<file path="src/rtl/text_console_writer_top_macros.svh">
// ----------------------------------------------------------------------------
// Text console writer assertion macros
// Shared concurrent assertion forms, clocked and reset-qualified.
// ----------------------------------------------------------------------------
`ifndef TEXT_CONSOLE_WRITER_TOP_MACROS_SVH
`define TEXT_CONSOLE_WRITER_TOP_MACROS_SVH

// same-cycle implication
`define TCW_ASSERT_NOW(lbl, clk, rst_n, ant, cons) \
  lbl: assert property (@(posedge clk) disable iff (!rst_n) (ant) |-> (cons)) \
    else $error("tcw assertion failed");

// next-cycle implication
`define TCW_ASSERT_NEXT(lbl, clk, rst_n, ant, cons) \
  lbl: assert property (@(posedge clk) disable iff (!rst_n) (ant) |=> (cons)) \
    else $error("tcw assertion failed");

`endif

</file>
<file path="src/rtl/tcw_fifo.sv">
`timescale 1ns / 1ps
// ----------------------------------------------------------------------------
// tcw_fifo
// Small synchronous queue used between front and back and on the results.
// ----------------------------------------------------------------------------
module tcw_fifo #(
  parameter int WIDTH = 8,
  parameter int DEPTH = 2
) (
  input  logic             clk_i,
  input  logic             rst_ni,
  input  logic             push_i,
  input  logic [WIDTH-1:0] wdata_i,
  input  logic             pop_i,
  output logic [WIDTH-1:0] rdata_o,
  output logic             full_o,
  output logic             empty_o
);

  localparam int PtrW = (DEPTH > 1) ? $clog2(DEPTH) : 1;
  localparam int CntW = $clog2(DEPTH + 1);
  localparam logic [PtrW-1:0] LastPtr = PtrW'(DEPTH - 1);
  localparam logic [CntW-1:0] FullCnt = CntW'(DEPTH);

  logic [WIDTH-1:0] data_q [DEPTH];
  logic [PtrW-1:0]  wr_ptr_q, wr_ptr_d;
  logic [PtrW-1:0]  rd_ptr_q, rd_ptr_d;
  logic [CntW-1:0]  cnt_q, cnt_d;
  logic             do_push, do_pop;

  assign full_o  = (cnt_q == FullCnt);
  assign empty_o = (cnt_q == '0);
  assign rdata_o = data_q[rd_ptr_q];
  assign do_push = push_i && !full_o;
  assign do_pop  = pop_i && !empty_o;

  always_comb begin
    wr_ptr_d = wr_ptr_q;
    rd_ptr_d = rd_ptr_q;
    cnt_d    = cnt_q;
    if (do_push) begin
      wr_ptr_d = (wr_ptr_q == LastPtr) ? '0 : wr_ptr_q + 1'b1;
    end
    if (do_pop) begin
      rd_ptr_d = (rd_ptr_q == LastPtr) ? '0 : rd_ptr_q + 1'b1;
    end
    if (do_push && !do_pop) begin
      cnt_d = cnt_q + 1'b1;
    end else if (do_pop && !do_push) begin
      cnt_d = cnt_q - 1'b1;
    end
  end

  always_ff @(posedge clk_i or negedge rst_ni) begin
    if (!rst_ni) begin
      wr_ptr_q <= '0;
      rd_ptr_q <= '0;
      cnt_q    <= '0;
    end else begin
      wr_ptr_q <= wr_ptr_d;
      rd_ptr_q <= rd_ptr_d;
      cnt_q    <= cnt_d;
    end
  end

  always_ff @(posedge clk_i) begin
    if (do_push) begin
      data_q[wr_ptr_q] <= wdata_i;
    end
  end

endmodule

</file>
<file path="config.mk">
export PLATFORM = sky130hd
export DESIGN_NAME = tcw_fifo
export DESIGN_NICKNAME = d
export VERILOG_FILES = /design/src/rtl/text_console_writer_top_macros.svh /design/src/rtl/tcw_fifo.sv
export SDC_FILE = /design/constraint.sdc
export NUM_CORES = 1
export LEC_CHECK = 0
export BUFFER_PORTS_ARGS = -buffer_cell sky130_fd_sc_hd__buf_2
export CAP_MARGIN = 20
export CORE_MARGIN = 4
export CORE_UTILIZATION = 52
export DETAILED_ROUTE_END_ITERATION = 10
export HOLD_SLACK_MARGIN = 0.08
export PLACE_DENSITY_LB_ADDON = 0.08
export RECOVER_POWER = 100
export SETUP_SLACK_MARGIN = 0.1
export SLEW_MARGIN = 10
export SYNTH_ARGS = -nofsm -noshare
export SYNTH_HDL_FRONTEND = slang
export SYNTH_SLANG_ARGS = --single-unit
</file>
<file path="constraint.sdc">
create_clock -name clk_i -period 2.9 [get_ports clk_i]
set_clock_uncertainty 0.05 [all_clocks]
set_input_delay 0.145 -clock clk_i [delete_from_list [all_inputs] [get_ports clk_i]]
set_output_delay 0.145 -clock clk_i [all_outputs]
set_load 0.01 [all_outputs]
</file>
Word-level counts from Yosys, hierarchy flattened
Memories as Yosys holds them, arrays and structs flattened.
Index checks and enable logic that the tools add are counted.
{ "classes": {"addsub": 4, "eq_ne": 1, "n_mux": 6, "reduce_logical": 10} }
{ "op_table": {"columns": ["op", "n"], "rows": [
  ["logical AND 1 bit", 4],
  ["logical NOT 1 bit", 4],
  ["2-to-1 mux 1 bit", 4],
  ["2-to-1 mux 2 bit", 2],
  ["adder 1 bit, second input constant", 2],
  ["adder 2 x 1 -> 2 bit, second input constant", 1],
  ["== test 2 bit, second input constant", 1],
  ["logical NOT 2 bit", 1],
  ["nonzero test 2 bit", 1],
  ["subtractor 2 x 1 -> 2 bit, second input constant", 1]
]} }
{ "totals": {"mem_bits_rw": 16, "register_bits": 4, "out_inout_bits": 10, "n_memories": 1} }
{ "memory_table": {"columns": ["name", "words", "width", "read_ports", "rd_ports_with_merged_regs", "write_ports", "line", "text"], "rows": [
  ["data_q", 2, 8, 1, 0, 1, "tcw_fifo.sv:25", "logic [WIDTH-1:0] data_q [DEPTH];"]
]} }

Longest topological paths before layout
{ "logic_depth": {"word_depth": 7, "ltp_mapped": 7, "ltp_nobuf": 7} }

Least setup slack after synthesis
Ideal clock, no wire load.
{ "synth_timing": {"path_kind": "flip-flop to flip-flop", "startpoint": "register cnt_q[0]", "endpoint": "memory data_q[0][0], enable pin", "arrival_time_ps": 1022, "setup_ps": 370, "path_stages_with_launch": 4, "setup_slack_ps": 1458, "t_required_ps": 2480, "path_cell_list": "dfrtp_1 > nand2b_1 > nand2_2 > nor2_1"} }
{ "synth_between": {"elab_chain_cells": 5} }
{ "synth_lines": {"columns": ["element", "line", "text"], "rows": [
  ["start, declared", "tcw_fifo.sv:28", "logic [CntW-1:0] cnt_q, cnt_d;"],
  ["start signal, assigned", "tcw_fifo.sv:62", "cnt_q <= cnt_d;"],
  ["== test 2 bit", "tcw_fifo.sv:31", "assign full_o = (cnt_q == FullCnt);"],
  ["logical NOT 1 bit", "tcw_fifo.sv:34", "assign do_push = push_i && !full_o;"],
  ["logical AND 1 bit", "tcw_fifo.sv:34", null],
  ["2-to-1 mux 1 bit", "tcw_fifo.sv:67", "if (do_push) begin"],
  ["2-to-1 mux 1 bit (implied by the code)", "tcw_fifo.sv:68", "data_q[wr_ptr_q] <= wdata_i;"],
  ["end, declared", "tcw_fifo.sv:25", null]
]} }
No other way between the ends.

Worst setup path after layout
{ "layout_timing": {"startpoint": "register cnt_q[0]", "endpoint": "memory data_q[0][4], enable pin"} }
Same word-level chain as after synthesis.

==> flow_summary.toml <==
[worst_setup_path]
cp_data_arrival_time_ns = 1.50
critPathCapture = "data_q[0][4]"
cp-end-kind = "register"
critPathLaunch = "cnt_q[0]"
rrSetupSlack_ns = 1.27
worstReg2RegEnd = "data_q[0][4]"
crit_path_start_kind = "register"
r2r-start = "cnt_q[0]"
critPathRequiredTime_ns = 2.78
ff2ff_path_depth = 3
critPathKind = "register to register"
crit_fanout = 8

[routing]
viasPerCell = 4.95
drt_iter0_markers = 1
wire_per_inst_um = 13.0
detail-route-antenna-nets = 0
drc = 0
wl_mm = 1.21
vias = 460
dr.pass1.iters = 2

[logic_synthesis]
ys_seq_area_share_pct = 74.2
syn_area_um2 = 782
syn-instance-count = 44
postSynthAreaPerCell_um2 = 17.8
synth_cell_type_count = 15
synth_seq_cells = 20
syn-num-nets = 57
yosys_warnings = 0

[layout]
area_growth_pct = 28.5
drive_gt1_share_pct = 14.1
stdcell_area_mm2 = 0.00100
num-fill-cells = 106
fin_nets = 92
n_antenna_cell = 0

[clock_tree]
cts_tree = "done"
numCtsBuffers = 3
cts_max_path_buffers = 2
root_buffer = "clkbuf_4"
cts.repair.resized = 0
path_clk_slew_ns = 0.09
htree_levels = 1
cts_sinks = 20
clk_latency_ns = 0.29

[place]
routabilityCongestion = 0.732
placed_cell_area_um2 = 901
port_buffers = 21

[timing]
fmax_mhz = 615
drv_slew = 0
fin_tns_setup_ns = 0
hold_viol = 0
max_slew_margin_pct = 57.2
max_slew.worst_pin.slew_ns = 0.640
setup_viol = 0
fin_crit_sh_pct = 56.1
post-route-min-period_ns = 1.63
rsz0062_at_grt = "false"

[die]
start_util_pct = 57.2
die-area_mm2 = 0.00219
die_w_um = 46.8
dieHeight_um = 46.8
core_region_area_mm2 = 0.00137
io_pins = 22
rows = 13

[power]
p_int_uw = 592
powerDensity_mw_per_mm2 = 868
pwr-share-comb_pct = 32.4
p_seq_share_pct = 52.9
swShare_pct = 32.1
p_sw_uw = 280
p_leak_uw = 0.000385
vdd_ir_drop_max_uv = 555
clockPowerShare_pct = 14.7

[grt]
antenna_found_initial = 0
grt_pass1_wl_mm = 2.05
grt_max_degree = 12
grt_pass1_vias = 451
grt_use_total_pct = 14.6
gr-total-overflow = 0

[job]
maxCapViolCount = 0

[min_path]
min_path_type = "primary input to register"

[outcome]
status = "finished, final reports clean"
==> layout make-up <==
cell class,instances,area [µm²],area share [%]
Sequential cell,20,581,57.8
Multi-Input combinational cell,21,186,18.6
Timing Repair Buffer,31,185,18.4
Clock buffer,4,26.3,2.62
Tap cell,15,18.8,1.87
Inverter,2,7.51,0.747
==> state kept, by name (all words and copies together) (netlist names) <==
register,cells
data_q,16
cnt_q,2
rd_ptr_q,1
wr_ptr_q,1
==> Yosys cell counts <==
| cell | number | share of area, % |
|---|---|---|
| and3_1 | 1 | 0.80 |
| nor2_1 | 3 | 1.4 |
| o21ai_1 | 1 | 0.64 |
| nand2_2 | 1 | 0.80 |
| nand2b_1 | 1 | 0.80 |
| xnor2_2 | 1 | 2.1 |
| inv_1 | 2 | 0.96 |
| dfrtp_1 | 4 | 13 |
| mux2_1 | 6 | 8.6 |
| buf_2 | 1 | 0.64 |
| xnor2_1 | 2 | 2.2 |
| xor2_1 | 2 | 2.2 |
| mux2_2 | 2 | 2.9 |
| edfxtp_1 | 16 | 61 |
| ha_1 | 1 | 1.6 |
==> worst min path at each step <==
stage	start	endpoint	slack, ns	depth (start not counted)
after CTS	rst_ni	cnt_q[1]	0.12	2
final	pop_i	rd_ptr_q	0.14	3
after global placement	rst_ni	rd_ptr_q	-0.09	1
after floorplan	rst_ni	cnt_q[0]	-0.20	0
after global routing	pop_i	rd_ptr_q	0.15	3
after detailed placement	rst_ni	rd_ptr_q	-0.09	1
==> kinds of logic after synthesis <==
logic type | share of synthesized area, %
muxes | 11.5
DFF | 74.2
AOI/OAI and AO/OA | 0.639
and+or+nand+nor | 3.84
xor gates and xnor gates | 6.56
adders and majority gates | 1.60
buffers and inverters | 1.60
==> critical path, cell delays in order (launching register included) <==
cell and delay, ns:
dfrtp_1 0.42, nand2b_1 0.16, nand2_1 0.12, nor2_1 0.52
==> cells in the final DEF, fill, tap and decap left out, types with 2 or more instances in the layout <==
cell,netlist,routed
buf_2,1,5
clkbuf_1,0,17
clkbuf_4,0,3
dfrtp_1,4,4
dlygate4sd3_1,0,10
edfxtp_1,16,16
inv_1,2,2
mux2_1,6,6
mux2_2,2,2
nor2_1,3,3
xnor2_1,2,2
xor2_1,2,2
==> through the flow <==
step | setup slack [ns] | instances | util, % | hold slack [ns] | total power (µW)
after floorplan | 1.46 | 44 | - | -0.201 | 664
after global placement | 1.35 | 79 | 65.9 | -0.0930 | 756
after detailed placement | 1.28 | 79 | 65.9 | -0.0894 | 764
after CTS | 1.27 | 93 | 75.2 | 0.115 | 906
after global routing | 1.11 | 93 | 73.5 | 0.150 | 947
final | 1.27 | 93 | 73.5 | 0.140 | 872
==> per-layer routing <==
| metal | wire, µm | part of all wire, % | up-vias | GRT usage (%) |
|---|---|---|---|---|
| li1 | - | - | 226 | - |
| met1 | 477 | 40 | 222 | 16.3 |
| met2 | 658 | 55 | 12 | 23.8 |
| met3 | 71 | 5.9 | 0 | 5.75 |
| met4 | 0 | 0 | 0 | 8.29 |
| met5 | 0 | 0 | - | 0 |
==> repair_timing <==
item                                   4_1_cts  5_1_grt
endpoints found under the hold margin       21        0
setup buffers                                0        0
hold buffers                                10        0
==> power by group through the flow <==
stage	registers, µW	clock network [µW]	logic [µW]
after floorplan	437	0	227
after global placement	468	0	288
after detailed placement	470	0	294
after CTS	465	135	307
after global routing	476	154	317
final	461	129	282
Note: power is estimated with default switching activity, not from simulation.
