## config.mk

```make
export PLATFORM = sky130hd
export DESIGN_NAME = tcw_front
export DESIGN_NICKNAME = d
export VERILOG_FILES = /design/src/rtl/text_console_writer_top_macros.svh /design/src/rtl/tcw_pkg.sv /design/src/rtl/tcw_front.sv
export SDC_FILE = /design/constraint.sdc
export NUM_CORES = 1
export LEC_CHECK = 0
export ABC_AREA = 1
export CAP_MARGIN = 5
export CORE_AREA = 5 5 42 44
export DETAILED_ROUTE_END_ITERATION = 8
export DIE_AREA = 0 0 47 49
export DONT_BUFFER_PORTS = 1
export GPL_ROUTABILITY_DRIVEN = 0
export PLACE_DENSITY_LB_ADDON = 0.12
export SYNTH_ARGS = -nofsm -noshare
export SYNTH_HDL_FRONTEND = slang
export SYNTH_SLANG_ARGS = --single-unit
```

## constraint.sdc

```tcl
create_clock -name vclk -period 0.8
set_clock_uncertainty 0.2 [all_clocks]
set_input_delay 0.08 -clock vclk [all_inputs]
set_output_delay 0.08 -clock vclk [all_outputs]
set_load 0.03 [all_outputs]
```

## src/rtl/text_console_writer_top_macros.svh

```systemverilog
// ----------------------------------------------------------------------------
// Text console writer assertion macros
// Shared concurrent assertion forms, clocked and reset-qualified.
// ----------------------------------------------------------------------------
`ifndef TEXT_CONSOLE_WRITER_TOP_MACROS_SVH
`define TEXT_CONSOLE_WRITER_TOP_MACROS_SVH

// same-cycle implication
`define TCW_ASSERT_NOW(lbl, clk, rst_n, ant, cons) \
  lbl: assert property (@(posedge clk) disable iff (!rst_n) (ant) |-> (cons)) \
    else $error("tcw assertion failed");

// next-cycle implication
`define TCW_ASSERT_NEXT(lbl, clk, rst_n, ant, cons) \
  lbl: assert property (@(posedge clk) disable iff (!rst_n) (ant) |=> (cons)) \
    else $error("tcw assertion failed");

`endif

```

## src/rtl/tcw_pkg.sv

```systemverilog
`timescale 1ns / 1ps
// ----------------------------------------------------------------------------
// tcw_pkg
// Types and constants shared by the text console writer modules.
// ----------------------------------------------------------------------------
package tcw_pkg;

  localparam int COL_W    = 7;
  localparam int ROW_W    = 5;
  localparam int CHAR_W   = 8;
  localparam int COLOR_W  = 4;
  localparam int CELL_W   = 16;
  localparam int CALC_W   = 16;
  localparam int OP_W     = 2;
  localparam int PADDR_W  = 4;
  localparam int PDATA_W  = 32;

  localparam logic [OP_W-1:0] OP_PUT    = 2'd0;
  localparam logic [OP_W-1:0] OP_SETLOC = 2'd1;
  localparam logic [OP_W-1:0] OP_CLEAR  = 2'd2;
  localparam logic [OP_W-1:0] OP_READ   = 2'd3;

  localparam logic [CHAR_W-1:0] CHAR_RETURN   = 8'h0D;
  localparam logic [CHAR_W-1:0] CHAR_LINEFEED = 8'h0A;
  localparam logic [CHAR_W-1:0] CHAR_SPACE    = 8'h20;
  localparam logic [CHAR_W-1:0] CHAR_LAST     = 8'h7F;

  localparam logic [1:0] REG_COLS = 2'd0;
  localparam logic [1:0] REG_ROWS = 2'd1;
  localparam logic [1:0] REG_BG   = 2'd2;
  localparam logic [1:0] REG_FG   = 2'd3;

  localparam logic [COL_W-1:0]   RESET_COLS = 7'd80;
  localparam logic [ROW_W-1:0]   RESET_ROWS = 5'd25;
  localparam logic [COLOR_W-1:0] RESET_BG   = 4'd0;
  localparam logic [COLOR_W-1:0] RESET_FG   = 4'd7;

  typedef enum logic [2:0] {
    CMD_PRINT,
    CMD_RETURN,
    CMD_LINEFEED,
    CMD_IGNORE,
    CMD_SETLOC,
    CMD_CLEAR,
    CMD_READ
  } cmd_kind_e;

  typedef struct packed {
    cmd_kind_e         kind;
    logic [CHAR_W-1:0] ch;
    logic [ROW_W-1:0]  row;
    logic [COL_W-1:0]  col;
  } cmd_t;

  typedef struct packed {
    logic [ROW_W-1:0]  row;
    logic [COL_W-1:0]  col;
    logic [CELL_W-1:0] cell_val;
    logic              scrolled;
  } res_t;

  typedef struct packed {
    logic [COL_W-1:0]   cols;
    logic [ROW_W-1:0]   rows;
    logic [COLOR_W-1:0] bg;
    logic [COLOR_W-1:0] fg;
  } cfg_t;

endpackage

```

## src/rtl/tcw_front.sv

```systemverilog
`timescale 1ns / 1ps
// ----------------------------------------------------------------------------
// tcw_front
// Accepts input items and classifies them into commands for the back end.
// ----------------------------------------------------------------------------
module tcw_front import tcw_pkg::*; (
  input  logic              push_i,
  output logic              full_o,
  input  logic [OP_W-1:0]   operation_i,
  input  logic [CHAR_W-1:0] char_code_i,
  input  logic [ROW_W-1:0]  target_row_i,
  input  logic [COL_W-1:0]  target_column_i,
  input  logic              init_busy_i,
  input  logic              q_full_i,
  output logic              q_push_o,
  output cmd_t              cmd_o
);

  assign full_o   = q_full_i || init_busy_i;
  assign q_push_o = push_i && !full_o;

  always_comb begin
    cmd_o.ch  = char_code_i;
    cmd_o.row = target_row_i;
    cmd_o.col = target_column_i;
    unique case (operation_i)
      OP_PUT: begin
        if (char_code_i == CHAR_RETURN) begin
          cmd_o.kind = CMD_RETURN;
        end else if (char_code_i == CHAR_LINEFEED) begin
          cmd_o.kind = CMD_LINEFEED;
        end else if (char_code_i >= CHAR_SPACE && char_code_i <= CHAR_LAST) begin
          cmd_o.kind = CMD_PRINT;
        end else begin
          cmd_o.kind = CMD_IGNORE;
        end
      end
      OP_SETLOC: cmd_o.kind = CMD_SETLOC;
      OP_CLEAR:  cmd_o.kind = CMD_CLEAR;
      OP_READ:   cmd_o.kind = CMD_READ;
      default:   cmd_o.kind = CMD_IGNORE;
    endcase
  end

endmodule

```

Word level (Yosys, flattened, before mapping)
Cells that the tools add are included.
{"block": "classes", "reduce_logical": 5, "muxes": 4, "n_lt_le_gt_ge": 2, "eq_ne": 5}
{"cell": "$eq 8x4->1 const B", "count": 2}
{"cell": "$pmux 3 s4", "count": 1}
{"cell": "$ge 8x6->1 const B", "count": 1}
{"cell": "$le 8x7->1 const B", "count": 1}
{"cell": "$mux 2", "count": 3}
{"cell": "$eq 2x2->1 const B", "count": 2}
{"cell": "$eq 2x1->1 const B", "count": 1}
{"cell": "$logic_and 1x1->1", "count": 2}
{"cell": "$logic_not 2->1", "count": 1}
{"cell": "$logic_not 1->1", "count": 1}
{"cell": "$logic_or 1x1->1", "count": 1}
{"block": "word_totals", "ff_bits": 0, "output_inout_bits": 25}

Longest topological paths before layout
Gate-level depths: netlist of run 1.
{"block": "depth", "ltp_word": 6, "ltp_mapped": 6}

Worst setup path before layout of run 1
Ideal clock, no wire load.
{"block": "synth_timing", "path_kind": "input -> output", "start": "input port init_busy_i", "end": "output port q_push_o", "arrival_time_ns": 0.898, "stages": 2, "path_slack_ns": -0.378, "path_cell_list": "or2_2 nor2_1"}
{"block": "synth_between", "elab_chain_cells": 3}
{"element": "start: declaration", "line": "tcw_front.sv:13", "source": "input logic init_busy_i,"}
{"element": "$logic_or 1x1->1", "line": "tcw_front.sv:19", "source": "assign full_o = q_full_i || init_busy_i;"}
{"element": "$logic_not 1->1", "line": "tcw_front.sv:20", "source": "assign q_push_o = push_i && !full_o;"}
{"element": "$logic_and 1x1->1", "line": "tcw_front.sv:20"}
{"element": "end: declaration", "line": "tcw_front.sv:15", "source": "output logic q_push_o,"}
No other way between the ends.

Worst setup path in the final report of run 1
Same ends and word-level chain as after synthesis.

==> run metrics, run 1 <==
min-delay src=target_column_i[1]; Synth top area share=0.529; remaining global-route overflow=0; PwrDens=around 520 mW/mm2; final core utilization=0.187; starting density of the core=0.203; Syn-to-layout area delta=-7.93%; WS Path Type=input port to primary output; Hold WS=-0.0400 ns; Buf+Inv Stages, Crit Path=0; setup slack at placement=-0.0677 ns; Worst slew margin=0.860; Ys Warns=0; residual DRC count=0; total design power=~130 uW; worst setup margin=0.0107 ns; final worst-path cycle share=0.987; via count=between 200 and 250; Fmax=around 1.3 GHz; DP HPWL=between 400 and 500 um; num sequential=0; DIE WIDTH=approximately 47 um; register area share after synthesis=0; failing checks=hold timing; Via density=approximately 3.9; CP delay by family, top=simple AND/OR/NAND/NOR gates; nets=63; Worst EP arrival=approximately 0.51 ns; Port Buf Inserts=0; largest net degree at the start of global routing=5; max-slew violations=0; Startpoint Class=input port; antenna violations before repair=0; postcts setup bufs=0; cells taking the most area after synthesis=buf_4 53%, nand2_1 16%, inv_1 11%; top cells by count, synth=20 x buf_4, 12 x nand2_1, 8 x inv_1; Total GRT Usage=0.0449; endpoints failing hold=20; vias in the first global route=220; hold path depth=0; Post-Synthesis Cells=53; measured slew at the worst slew-check pin=~0.21 ns; DRT iter0 DRCs=1; Mean Syn Cell Area=5.36 um2; Final min period=roughly 0.79 ns; I/O Pins=50; register area=0 um2; fill cell count=between 150 and 200; status=complete, but fails checks; row count=14; RSZ-0062 raised after global routing=true; worst path required time=~0.52 ns; syn nets=78; die area=approximately 0.0023 mm2; slowest stage delay, CP=approximately 0.24 ns; mapped cell area=284 um2; Worst VDD drop=0.157 mV; Setup crit end kind=primary output; CP Cell Sequence=or2_4 > nor2_4; Leak=approximately 0.00012 uW; Max FO, Critical Path=2; Hold Path Class=input port to primary output; Distinct cells, synth=8; layout cells sized above 1=0.667; worst hold endpoint=cmd_o[1]; 1st-pass router iterations=2; area leader, netlist=buf_4; core area=approximately 0.0014 mm2; CP max stage cell=or2_4; Die H=around 49 um; diode count=0; WL final=between 500 and 600 um; first-pass GRT wire length=roughly 830 um; Wirelength per Cell=9.75 um; Routed Antenna Nets=0; Max Cap Viol=0; count leader, synth=buf_4; # clk buffers=0; # setup viols final=0
==> per-stage QoR <==
step	hold WS [ns]	setup TNS [ns]	std cells	cell area, um2
floorplan	0.0680	-0.0754	53	309
global placement	-0.0398	-0.117	52	214
detailed placement	-0.0398	-0.127	52	214
CTS	-0.0398	0	52	259
global route	-0.0400	-0.0449	52	262
finish	-0.0400	0	52	262
==> worst max path at each step <==
| stage | cells after the start | slack, ns | start | end |
|---|---|---|---|---|
| after floorplan | 2 | -0.07 | init_busy_i | q_push_o |
| after global placement | 5 | -0.06 | char_code_i[4] | cmd_o[20] |
| after detailed placement | 5 | -0.07 | char_code_i[4] | cmd_o[20] |
| after CTS | 6 | 0.00008 | char_code_i[6] | cmd_o[20] |
| after global routing | 5 | -0.02 | operation_i[0] | cmd_o[21] |
| final | 2 | 0.01 | init_busy_i | q_push_o |
==> layout make-up <==
cell class	instances	area [um2]	area share
multi-input cells	24	168	0.641
inverters	9	38.8	0.148
repair buffers	3	35.0	0.134
well taps	16	20.0	0.0766
==> logic make-up (layout without fill, tap and decap cells) <==
family / count (synthesis) / in the layout / synth area share
buffers and inverters: 29 / 12 / 0.648
AND/OR/NAND/NOR: 24 / 24 / 0.352
==> cells in the final DEF (no fill, tap or decap), drive strengths merged <==
| cell | count |
|---|---|
| nor2 | 9 |
| buf | 3 |
| nand2 | 12 |
| nand3 | 2 |
| or2 | 1 |
| inv | 9 |
==> per-layer routing <==
layer / GRT usage / part of all wire / vias up / routed length, um
met5: 0 / 0 / - / 0
met1: 0.0478 / 0.34 / 87 / 174
met2: 0.0814 / 0.45 / 18 / 230
met4: 0.00922 / 0 / 0 / 0
li1: - / - / 99 / -
met3: 0.0148 / 0.20 / 0 / 102
==> repair_timing <==
item                                    CTS  global route
resized for setup                        15             4
endpoints found under the setup margin    3             3
endpoints found under the hold margin    20            20
pin swaps                                 9             4
==> power breakdown <==
| group | switching, uW | internal, uW |
|---|---|---|
| clock | 0 | 0 |
| combinational | 76.9 | 58.0 |
| sequential | 0 | 0 |
(Power assumes the default switching activity.)
==> inputs of run 2 (changes only) <==
--- a/config.mk
+++ b/config.mk
@@ -11,8 +11,7 @@
 export DETAILED_ROUTE_END_ITERATION = 8
 export DIE_AREA = 0 0 47 49
 export DONT_BUFFER_PORTS = 1
-export GPL_ROUTABILITY_DRIVEN = 0
-export PLACE_DENSITY_LB_ADDON = 0.12
+export PLACE_DENSITY = 0.45
 export SYNTH_ARGS = -nofsm -noshare
 export SYNTH_HDL_FRONTEND = slang
 export SYNTH_SLANG_ARGS = --single-unit
==> run 2 against run 1 <==
Compared with the run above: the flow still finishes with violations (hold timing); highest routed layer unchanged; largest power group unchanged; sequential share of layout area unchanged; setup slack lost 0.0030 ns; critical path depth rose by 3; combinational power down 4%; utilization fell by 0.71 points; hold slack unchanged; cell count is the same; final area shrank 3.8%; via count down 2.9%.
==> run metrics, run 2 (synthesis gave the netlist of run 1 again) <==
CP max stage cell=nand2_4; die area=about 0.0023 mm2; 1st-pass router iterations=1; DRT iter0 DRCs=0; max-slew violations=0; via count=198; Die H=49 um; worst setup margin=approximately 0.0076 ns; register area=0 um2; commonest non-fill, non-tap cell in the layout=nand2_1; final core utilization=0.179; Fmax=between 1 and 1.5 GHz; slowest stage delay, CP=between 0.1 and 0.15 ns; measured slew at the worst slew-check pin=between 0.2 and 0.25 ns; antenna violations before repair=0; Syn-to-layout area delta=-11.5%; DIE WIDTH=between 40 and 50 um; diode count=0; Worst VDD drop=between 0.1 and 0.15 mV; worst path required time=approximately 0.52 ns; Non-Filler Instances=between 50 and 60; num sequential=0; setup slack at placement=-0.0576 ns; row count=14; Setup crit end kind=primary output; Crit. Startpoint=char_code_i[5]; residual DRC count=0; remaining global-route overflow=0; fill cell count=168; I/O Pins=50; Worst EP arrival=0.51 ns; final worst-path cycle share=0.990; final setup TNS=0 ns; total design power=129 uW; PwrDens=512 mW/mm2; postcts setup bufs=0; DP HPWL=a little under 500 um; Final min period=0.792 ns; nets=between 60 and 70; vias in the first global route=199; WS Path Type=input port to primary output; largest net degree at the start of global routing=5; starting density of the core=0.203; CP Cell Sequence=nor2_1 > nor2_1 > nor2_4 > nand2_2 > nand2_4; Wirelength per Cell=between 10 and 15 um; Total GRT Usage=0.0421; core area=between 0.001 and 0.0015 mm2; Hold Path Class=input port to primary output; Startpoint Class=input port; Port Buf Inserts=0; placed cell count=52; Placer Congestion=approximately 0.6; layout cells sized above 1=0.500; endpoints failing hold=20; Via density=between 3 and 4; leading cell types in the layout, fill and taps excluded=8 x nand2_1, 6 x inv_1, 5 x nor2_4; min-delay src=target_column_i[3]; Hold WS=-0.0400 ns; failing checks=hold timing; RSZ-0062 raised after global routing=true; Leak=0.000122 uW; # setup viols final=0; first-pass GRT wire length=between 700 and 800 um; WL final=~540 um; # clk buffers=0; Worst slew margin=0.859; Max FO, Critical Path=3; Critical Path Most Common Cell=nor2_1; Routed Antenna Nets=0; Max Cap Viol=0; status=complete, but fails checks
[run 2: cell count changes in the layout (fill, tap and decap cells not counted)]
cell,change
nor2_1,+1
nand2_1,+2
inv_4,-1
inv_2,-2
nor2_2,-1
inv_1,+3
nand2_2,-2
[run 2: stage by stage]
stage | hold WS (ns) | instance area (um2)
CTS | -0.0398 | 246
global placement | -0.0398 | 214
finish | -0.0400 | 251
global route | -0.0400 | 251
floorplan | 0.0680 | 309
detailed placement | -0.0398 | 214
[run 2: path summary, 6_finish.rpt]
check | cells past startpoint | slack, ns | endpoint
setup / recovery | 5 | 0.008 | cmd_o[21]
hold / removal | 0 | -0.04 | cmd_o[3]
[run 2: metal layers]
layer  vias up  share of wire  track usage  routed length, um
met3         0           0.22       0.0148                119
met4         0              0      0.00461                  0
met5         -              0            0                  0
li1        100              -            -                  -
met2        19           0.48       0.0724                257
met1        79           0.30       0.0500                160
[run 2: timing repair]
action | in CTS | in global routing
endpoints found under the setup margin | 3 | 3
pin swaps | 5 | 8
resized for setup | 9 | 3
endpoints found under the hold margin | 20 | 20
[run 2: final cells by class]
cell class | instances | area [um2] | share of cell area
Inverter | 9 | 36.3 | 0.144
Tap cell | 16 | 20.0 | 0.0796
Multi-Input combinational cell | 24 | 160 | 0.637
Timing Repair Buffer | 3 | 35.0 | 0.139
[run 2: report_power, final]
group          switching [uW]  internal [uW]
sequential                  0              0
combinational            73.9           54.8
clock                       0              0
[run 2: critical path: cells and delay by family]
family	cells	cell delay, ns
and+or+nand+nor	5	0.43
